[config.mk]
export PLATFORM = sky130hd
export DESIGN_NAME = mpg_ctrl
export DESIGN_NICKNAME = d
export VERILOG_FILES = /design/src/rtl/motion_profile_generator_macros.svh /design/src/rtl/mpg_pkg.sv /design/src/rtl/mpg_ctrl.sv
export SDC_FILE = /design/constraint.sdc
export NUM_CORES = 1
export LEC_CHECK = 0
export ABC_AREA = 0
export BUFFER_PORTS_ARGS = -buffer_cell sky130_fd_sc_hd__buf_2
export CAP_MARGIN = 10
export CORE_MARGIN = 1
export CORE_UTILIZATION = 53
export CTS_BUF_LIST = sky130_fd_sc_hd__clkbuf_8
export DETAILED_ROUTE_END_ITERATION = 7
export PLACE_DENSITY_LB_ADDON = 0.25
export REMOVE_ABC_BUFFERS = 1
export SLEW_MARGIN = 25
export SYNTH_ARGS = -nofsm -noshare
export SYNTH_HDL_FRONTEND = slang
export SYNTH_SLANG_ARGS = --single-unit
export TNS_END_PERCENT = 50
[constraint.sdc]
create_clock -name clk -period 2.9 [get_ports clk]
set_clock_uncertainty 0.05 [all_clocks]
set_input_delay 0.58 -clock clk [delete_from_list [all_inputs] [get_ports clk]]
set_output_delay 0.58 -clock clk [all_outputs]
set_load 0.005 [all_outputs]
[src/rtl/motion_profile_generator_macros.svh]
// Assertion macros shared by the motion profile generator RTL.
`ifndef MOTION_PROFILE_GENERATOR_MACROS_SVH
`define MOTION_PROFILE_GENERATOR_MACROS_SVH

// check a condition in the same cycle as its trigger
`define MPG_ASSERT_SAME(lbl, ante, cons, msg) \
    lbl: assert property (@(posedge clk) disable iff (!rst_n) (ante) |-> (cons)) \
        else $error(msg);

// check a condition in the cycle after its trigger
`define MPG_ASSERT_NEXT(lbl, ante, cons, msg) \
    lbl: assert property (@(posedge clk) disable iff (!rst_n) (ante) |=> (cons)) \
        else $error(msg);

`endif

[src/rtl/mpg_pkg.sv]
// Shared types, codes and helpers of the motion profile generator.
package mpg_pkg;

    localparam int FRAC_BITS_DEF = 16;
    localparam int DT_BITS       = 16;
    localparam int REG_W         = 31;
    localparam int PADDR_W       = 5;
    localparam int ROOT_STEPS    = 32;
    localparam int DIV_NUM_W     = 49;

    typedef enum logic [1:0] {
        KIND_TICK   = 2'd0,
        KIND_TARGET = 2'd1,
        KIND_RESET  = 2'd2,
        KIND_RATE   = 2'd3
    } kind_t;

    localparam logic [1:0] MODE_OFF        = 2'd0;
    localparam logic [1:0] MODE_TRAP       = 2'd1;
    localparam logic [1:0] MODE_SCURVE     = 2'd2;
    localparam logic [1:0] MODE_SCURVE_ALT = 2'd3;

    localparam logic [2:0] REG_MODE      = 3'd0;
    localparam logic [2:0] REG_MAX_RATE  = 3'd1;
    localparam logic [2:0] REG_MAX_ACCEL = 3'd2;
    localparam logic [2:0] REG_MAX_JERK  = 3'd3;
    localparam logic [2:0] REG_TOL       = 3'd4;

    typedef enum logic [4:0] {
        CMD_NONE,
        CMD_LOAD,
        CMD_APPLY,
        CMD_ERR,
        CMD_SQR,
        CMD_PROD,
        CMD_BRAKE,
        CMD_ROOT_GO,
        CMD_WANT,
        CMD_DIV_GO,
        CMD_ACC,
        CMD_DIFF,
        CMD_STEP,
        CMD_RSTEP,
        CMD_ASTEP,
        CMD_VMUL,
        CMD_VADD,
        CMD_PMUL,
        CMD_PADD,
        CMD_ARRIVE,
        CMD_OUT
    } cmd_t;

    typedef struct packed {
        logic [1:0]       mode;
        logic [REG_W-1:0] speed_cap;
        logic [REG_W-1:0] max_accel;
        logic [REG_W-1:0] jerk_cap;
        logic [REG_W-1:0] tol;
    } cfg_t;

    typedef struct packed {
        logic kind_tick;
        logic mode_off;
        logic scurve;
        logic dt_zero;
        logic brake;
        logic root_busy;
        logic div_busy;
    } status_t;

    function automatic logic signed [31:0] sat32(input logic signed [32:0] v);
        logic signed [31:0] r;
        if (v[32] != v[31])
            r = v[32] ? 32'sh8000_0000 : 32'sh7FFF_FFFF;
        else
            r = v[31:0];
        return r;
    endfunction

endpackage

[src/rtl/mpg_ctrl.sv]
// Controller: sequences one item through the datapath and runs both handshakes.
module mpg_ctrl
(
    input  logic             clk,
    input  logic             rst_n,
    input  logic             in_valid,
    output logic             in_ready,
    output logic             out_valid,
    input  logic             out_ready,
    input  mpg_pkg::status_t status,
    output mpg_pkg::cmd_t    cmd
);
    import mpg_pkg::*;

    typedef enum logic [20:0] {
        S_IDLE      = 21'h000001,
        S_DECODE    = 21'h000002,
        S_SQR       = 21'h000004,
        S_PROD      = 21'h000008,
        S_BRAKE     = 21'h000010,
        S_ROOT_GO   = 21'h000020,
        S_ROOT_WAIT = 21'h000040,
        S_WANT      = 21'h000080,
        S_DIV_GO    = 21'h000100,
        S_DIV_WAIT  = 21'h000200,
        S_ACC       = 21'h000400,
        S_DIFF      = 21'h000800,
        S_STEP      = 21'h001000,
        S_RSTEP     = 21'h002000,
        S_ASTEP     = 21'h004000,
        S_VMUL      = 21'h008000,
        S_VADD      = 21'h010000,
        S_PMUL      = 21'h020000,
        S_PADD      = 21'h040000,
        S_ARRIVE    = 21'h080000,
        S_DONE      = 21'h100000
    } state_t;

    state_t state_reg, state_next;
    logic   out_valid_reg, out_valid_next;

    always_comb
    begin
        state_next     = state_reg;
        out_valid_next = out_valid_reg;
        cmd            = CMD_NONE;
        if (out_valid_reg && out_ready)
            out_valid_next = 1'b0;
        case (state_reg)
            S_IDLE:
            begin
                if (in_valid)
                begin
                    cmd        = CMD_LOAD;
                    state_next = S_DECODE;
                end
            end
            S_DECODE:
            begin
                if (!status.kind_tick || status.mode_off)
                begin
                    cmd        = CMD_APPLY;
                    state_next = S_DONE;
                end
                else
                begin
                    cmd        = CMD_ERR;
                    state_next = S_SQR;
                end
            end
            S_SQR:
            begin
                cmd        = CMD_SQR;
                state_next = S_PROD;
            end
            S_PROD:
            begin
                cmd        = CMD_PROD;
                state_next = S_BRAKE;
            end
            S_BRAKE:
            begin
                cmd        = CMD_BRAKE;
                state_next = S_ROOT_GO;
            end
            S_ROOT_GO:
            begin
                cmd        = CMD_ROOT_GO;
                state_next = status.brake ? S_ROOT_WAIT : S_WANT;
            end
            S_ROOT_WAIT:
            begin
                if (!status.root_busy)
                    state_next = S_WANT;
            end
            S_WANT:
            begin
                cmd        = CMD_WANT;
                state_next = status.scurve ? S_DIV_GO : S_STEP;
            end
            S_DIV_GO:
            begin
                cmd        = CMD_DIV_GO;
                state_next = status.dt_zero ? S_ACC : S_DIV_WAIT;
            end
            S_DIV_WAIT:
            begin
                if (!status.div_busy)
                    state_next = S_ACC;
            end
            S_ACC:
            begin
                cmd        = CMD_ACC;
                state_next = S_DIFF;
            end
            S_DIFF:
            begin
                cmd        = CMD_DIFF;
                state_next = S_STEP;
            end
            S_STEP:
            begin
                cmd        = CMD_STEP;
                state_next = status.scurve ? S_ASTEP : S_RSTEP;
            end
            S_RSTEP:
            begin
                cmd        = CMD_RSTEP;
                state_next = S_PMUL;
            end
            S_ASTEP:
            begin
                cmd        = CMD_ASTEP;
                state_next = S_VMUL;
            end
            S_VMUL:
            begin
                cmd        = CMD_VMUL;
                state_next = S_VADD;
            end
            S_VADD:
            begin
                cmd        = CMD_VADD;
                state_next = S_PMUL;
            end
            S_PMUL:
            begin
                cmd        = CMD_PMUL;
                state_next = S_PADD;
            end
            S_PADD:
            begin
                cmd        = CMD_PADD;
                state_next = S_ARRIVE;
            end
            S_ARRIVE:
            begin
                cmd        = CMD_ARRIVE;
                state_next = S_DONE;
            end
            S_DONE:
            begin
                // hold the result until the output register frees up
                if (!out_valid_reg || out_ready)
                begin
                    cmd            = CMD_OUT;
                    out_valid_next = 1'b1;
                    state_next     = S_IDLE;
                end
            end
            default:
                state_next = S_IDLE;
        endcase
    end

    always_ff @(posedge clk or negedge rst_n)
    begin
        if (!rst_n)
        begin
            state_reg     <= S_IDLE;
            out_valid_reg <= 1'b0;
        end
        else
        begin
            state_reg     <= state_next;
            out_valid_reg <= out_valid_next;
        end
    end

    assign in_ready  = (state_reg == S_IDLE);
    assign out_valid = out_valid_reg;

endmodule

# After elaboration in Yosys (flattened, before gate mapping)
# Cells that the tools add are included.
classes:
  eq_ne: 25
  muxes: 17
  reduce_logical: 7
op_table:
  columns: ["operator", "count"]
  rows:
  - ["21-bit one-hot mux with 20 select lines", 1]
  - ["21-bit 2-to-1 mux", 5]
  - ["5-bit one-hot mux with 19 select lines", 1]
  - ["21-bit by 1-bit equality test with 1-bit output (second input constant)", 1]
  - ["21-bit by 10-bit equality test with 1-bit output (second input constant)", 1]
  - ["21-bit by 11-bit equality test with 1-bit output (second input constant)", 1]
  - ["21-bit by 12-bit equality test with 1-bit output (second input constant)", 1]
  - ["21-bit by 13-bit equality test with 1-bit output (second input constant)", 1]
  - ["21-bit by 14-bit equality test with 1-bit output (second input constant)", 1]
  - ["21-bit by 15-bit equality test with 1-bit output (second input constant)", 1]
  - ["21-bit by 16-bit equality test with 1-bit output (second input constant)", 1]
  - ["21-bit by 17-bit equality test with 1-bit output (second input constant)", 1]
  - ["21-bit by 18-bit equality test with 1-bit output (second input constant)", 1]
  - ["21-bit by 19-bit equality test with 1-bit output (second input constant)", 1]
  - ["21-bit by 2-bit equality test with 1-bit output (second input constant)", 1]
  - ["21-bit by 20-bit equality test with 1-bit output (second input constant)", 1]
  - ["21-bit equality test (second input constant)", 1]
  - ["21-bit by 3-bit equality test with 1-bit output (second input constant)", 1]
  - ["21-bit by 4-bit equality test with 1-bit output (second input constant)", 1]
  - ["21-bit by 5-bit equality test with 1-bit output (second input constant)", 1]
  - ["21-bit by 6-bit equality test with 1-bit output (second input constant)", 1]
  - ["21-bit by 7-bit equality test with 1-bit output (second input constant)", 1]
  - ["21-bit by 8-bit equality test with 1-bit output (second input constant)", 1]
  - ["21-bit by 9-bit equality test with 1-bit output (second input constant)", 1]
  - ["other kinds (12)", 21]
word_totals:
  ff_bits: 22
  input_bits: 11
  out_inout_bits: 7
  elab_cells: 51

# Logic depth before layout (Yosys ltp)
logic_depth:
  ltp_word: 4
  depth_mapped: 7
  depth_no_buf: 6

# Worst setup path after synthesis
# OpenSTA, ideal clock, no wires.
synth_path:
  kind: "register -> output"
  from: "register state_reg[13]"
  to: "output port cmd[1]"
  arrival_ns: 2.347
  t_required_ns: 2.270
  path_slack_ns: -0.077
  path_stages_with_launch: 8
  path_buffers: 1
  cell_sequence: "dfrtp_1 > buf_6 > or4_4 > or3_4 > or3_1 > or3b_4 > and2_4 > nand3b_1"
synth_via:
  elab_chain_cells: 2
  elab_cells_between_ends: 20
  cone_classes: "eq/ne (19); mux (1)"
synth_lines:
  columns: ["element", "line_no", "text"]
  rows:
  - ["start, declared", "mpg_ctrl.sv:39", "state_t state_reg, state_next;"]
  - ["start signal, assigned", "mpg_ctrl.sv:185", "state_reg <= state_next;"]
  - ["21-bit equality test (tied with other cells)", "mpg_ctrl.sv:49", "case (state_reg)"]
  - ["5-bit one-hot mux with 19 select lines (*)", "mpg_ctrl.sv:49", null]
  - ["end, declared", "mpg_ctrl.sv:11", "output mpg_pkg::cmd_t cmd"]
# Mark *: on every way between the ends. The rest lies on a longest branch, timed or not.

# Final worst setup path
layout_path:
  from: "register state_reg[20]"
  to: "output port cmd[1]"
# The elaborated chain is that of the path after synthesis.

==> impl_metrics.env <==
export IMPL_ant_nets=0
export IMPL_avgRoutedWirePerCell_um=16.5
export IMPL_clk_pin_slew_ns=0.08
export IMPL_drcViolationCount=0
export IMPL_grt_pass1_vias=1265
export IMPL_largest_reg_flops=21
export IMPL_yosys_warnings=0
export IMPL_leakagePower_nw=0.854
export IMPL_peakVddDrop_uv=340
export IMPL_yosysUniqueCellTypes=49
export IMPL_finalPower_w=0.000978
export IMPL_antenna_found_initial=0
export IMPL_ys_seq_area_frac=0.397
export IMPL_drt_total_wl_um=3610
export IMPL_ys_top_cells_by_area="dfrtp_1 (38%), nor2_1 (4.9%), nor3_1 (4.0%)"
export IMPL_clk_latency_ns=0.26
export IMPL_arrival_ns=2.67
export IMPL_fmax_ghz=0.303
export IMPL_post_dp_cell_area_um2=1620
export IMPL_die_h_um=53.2
export IMPL_period_share=1.14
export IMPL_maxCapViolations=0
export IMPL_track_usage=0.282
export IMPL_hpwl_um=2720
export IMPL_worstRegToRegCells=7
export IMPL_rsz0062_at_grt="yes"
export IMPL_outcome="complete, but fails checks"
export IMPL_p_per_area_nw_per_um2=570
export IMPL_drt_iter0_drc=54
export IMPL_finalSetupViolCount=3
export IMPL_gp_congestion=0.909
export IMPL_antenna_cells=0
export IMPL_hold_viol=0
export IMPL_grt_first_pass_wirelength_um=5690
export IMPL_place_inst=214
export IMPL_grt_ovfl_total=0
export IMPL_nNetsFinal=201
export IMPL_htreeDepth=1
export IMPL_worst_setup_path_start_kind="flip-flop"
export IMPL_violations="setup timing"
export IMPL_crit_type="flip-flop to output pin"
export IMPL_synth_flop_cell="dfrtp_1"
export IMPL_synth_edf_count=0
export IMPL_design_area_um2=1720
export IMPL_crit_start="state_reg[20]"
export IMPL_fin_ws_ns=-0.402
export IMPL_drv_slew=0
export IMPL_cts_tree="yes"
export IMPL_grt_max_degree=23
export IMPL_io_pins=18
export IMPL_fin_crit_ns=3.30
export IMPL_cp_max_fo=2
export IMPL_fin_cells=219
export IMPL_syn_inst=153
export IMPL_fin_setup_tns_ns=-0.851
export IMPL_hold_path_class="primary input to async pin"
export IMPL_first_pass_iters=4
export IMPL_drive_above_1_share=0.312
export IMPL_syn_avg_cell_area_um2=9.09
export IMPL_required_ns=2.27
export IMPL_area_delta_synth_final_pct=23.4
export IMPL_rr_startpoint="state_reg[20]"
export IMPL_die_x_um=53.2
export IMPL_coreArea_um2=2480
export IMPL_yosysTopAreaCellShare=0.378
export IMPL_clockBufferDepth=2
export IMPL_cts_root_buf="clkbuf_8"
export IMPL_numPortBuffers=17
export IMPL_initial_utilization=0.562
export IMPL_die_area_um2=2830
export IMPL_synth_seq_cells=22
export IMPL_critPathCaptureType="output pin"
export IMPL_cts_sinks=22
export IMPL_rows=18
export IMPL_cts_buffers=3
export IMPL_tightest_slew_ns=0.798
export IMPL_relSlewSlack=0.454
export IMPL_vias_per_cell=6.11
export IMPL_holdBufCountCts=0
export IMPL_async_flop_share=1.00
export IMPL_synth_top_area_cell="dfrtp_1"
export IMPL_route_vias_total=1337
export IMPL_synth_area_um2=1390
critical path: stages (launching register included):
cell      delay (ns)
dfrtp_1         0.39
or4_4           0.54
or3_4           0.38
or3_4           0.37
or3b_4          0.38
and2_4          0.17
nand3b_1        0.07
buf_2           0.11
cells in the mapped netlist, types with 2 or more instances:
library cell,instances
xor2_1,5
nor4_1,6
nor2b_1,2
nand3b_1,2
dfrtp_1,21
buf_2,2
nor4bb_1,2
o21bai_1,2
a2111oi_0,2
or2_2,3
nor3_1,11
nor3b_1,4
nand4_1,4
o32ai_1,2
nand4b_1,6
xnor2_1,2
nand2_1,10
o21ai_0,3
or4_4,2
nor2_1,18
inv_1,6
nor4b_1,3
and2_1,3
nand2b_1,2
nand3_1,4
a21oi_1,3
logic make-up (layout without fill, tap and decap cells):
logic type,after synthesis,count (layout),share of synthesized area
AOI/OAI and AO/OA,20,20,0.106
xor gates and xnor gates,7,7,0.0441
and+or+nand+nor,94,94,0.419
DFF,22,22,0.397
buffers and inverters,10,46,0.0342
worst paths after layout:
kind | to | slack [ns]
min reg2reg | state_reg[4] | 0.51
max in group asynchronous | state_reg[2] | 2.22
max reg2reg | state_reg[7] | 0.37
min | state_reg[7] | 0.22
min in group clk | state_reg[13] | 0.43
max | cmd[1] | -0.40
cells in the final DEF (no fill, tap or decap), types with 4 or more instances in the layout:
cell,Yosys,final
dfrtp_1,21,20
nor3b_1,4,4
nor4_1,6,4
clkbuf_8,0,4
xor2_1,5,5
buf_4,0,19
nor3_1,11,10
nand4b_1,6,6
nand3_1,4,4
nand2_1,10,10
buf_2,2,17
inv_1,6,6
nand4_1,4,4
nor2_1,18,18
area by class of cell:
cell class              instances  area [um^2]
multi-input cells             121          821
flip-flops and latches         22          553
repair buffers                 36          228
fillers                       210          761
well taps                      30         37.5
clock buffers                   4         55.1
inverters                       6         22.5
where the power goes:
group          total, W  switching, W  internal (W)
sequential     0.000355     0.0000219      0.000333
clock          0.000225      0.000104      0.000121
combinational  0.000398      0.000214      0.000184
routing by layer:
| layer | GRT usage | up-vias | share of wire |
|---|---|---|---|
| met2 | 0.502 | 53 | 0.50 |
| li1 | - | 650 | - |
| met1 | 0.363 | 630 | 0.44 |
| met3 | 0.0345 | 4 | 0.054 |
| met4 | 0.0526 | 0 | 0.0061 |
| met5 | 0 | - | 0 |
what timing repair did:
item,4_1_cts,5_1_grt
pin swaps,1,1
gates cloned,0,0
endpoints found under the setup margin,4,4
resized for setup,4,3
buffers inserted,1,0
stage by stage:
| stage | worst slack [ns] | hold slack, ns | utilization |
|---|---|---|---|
| after floorplan | -0.0502 | 0.234 | - |
| after global placement | -0.0830 | 0.494 | 0.656 |
| after detailed placement | -0.118 | 0.516 | 0.656 |
| after CTS | -0.407 | 0.235 | 0.689 |
| after global routing | -0.498 | 0.258 | 0.693 |
| final | -0.402 | 0.218 | 0.693 |
Power figures use the tool's default switching activity.
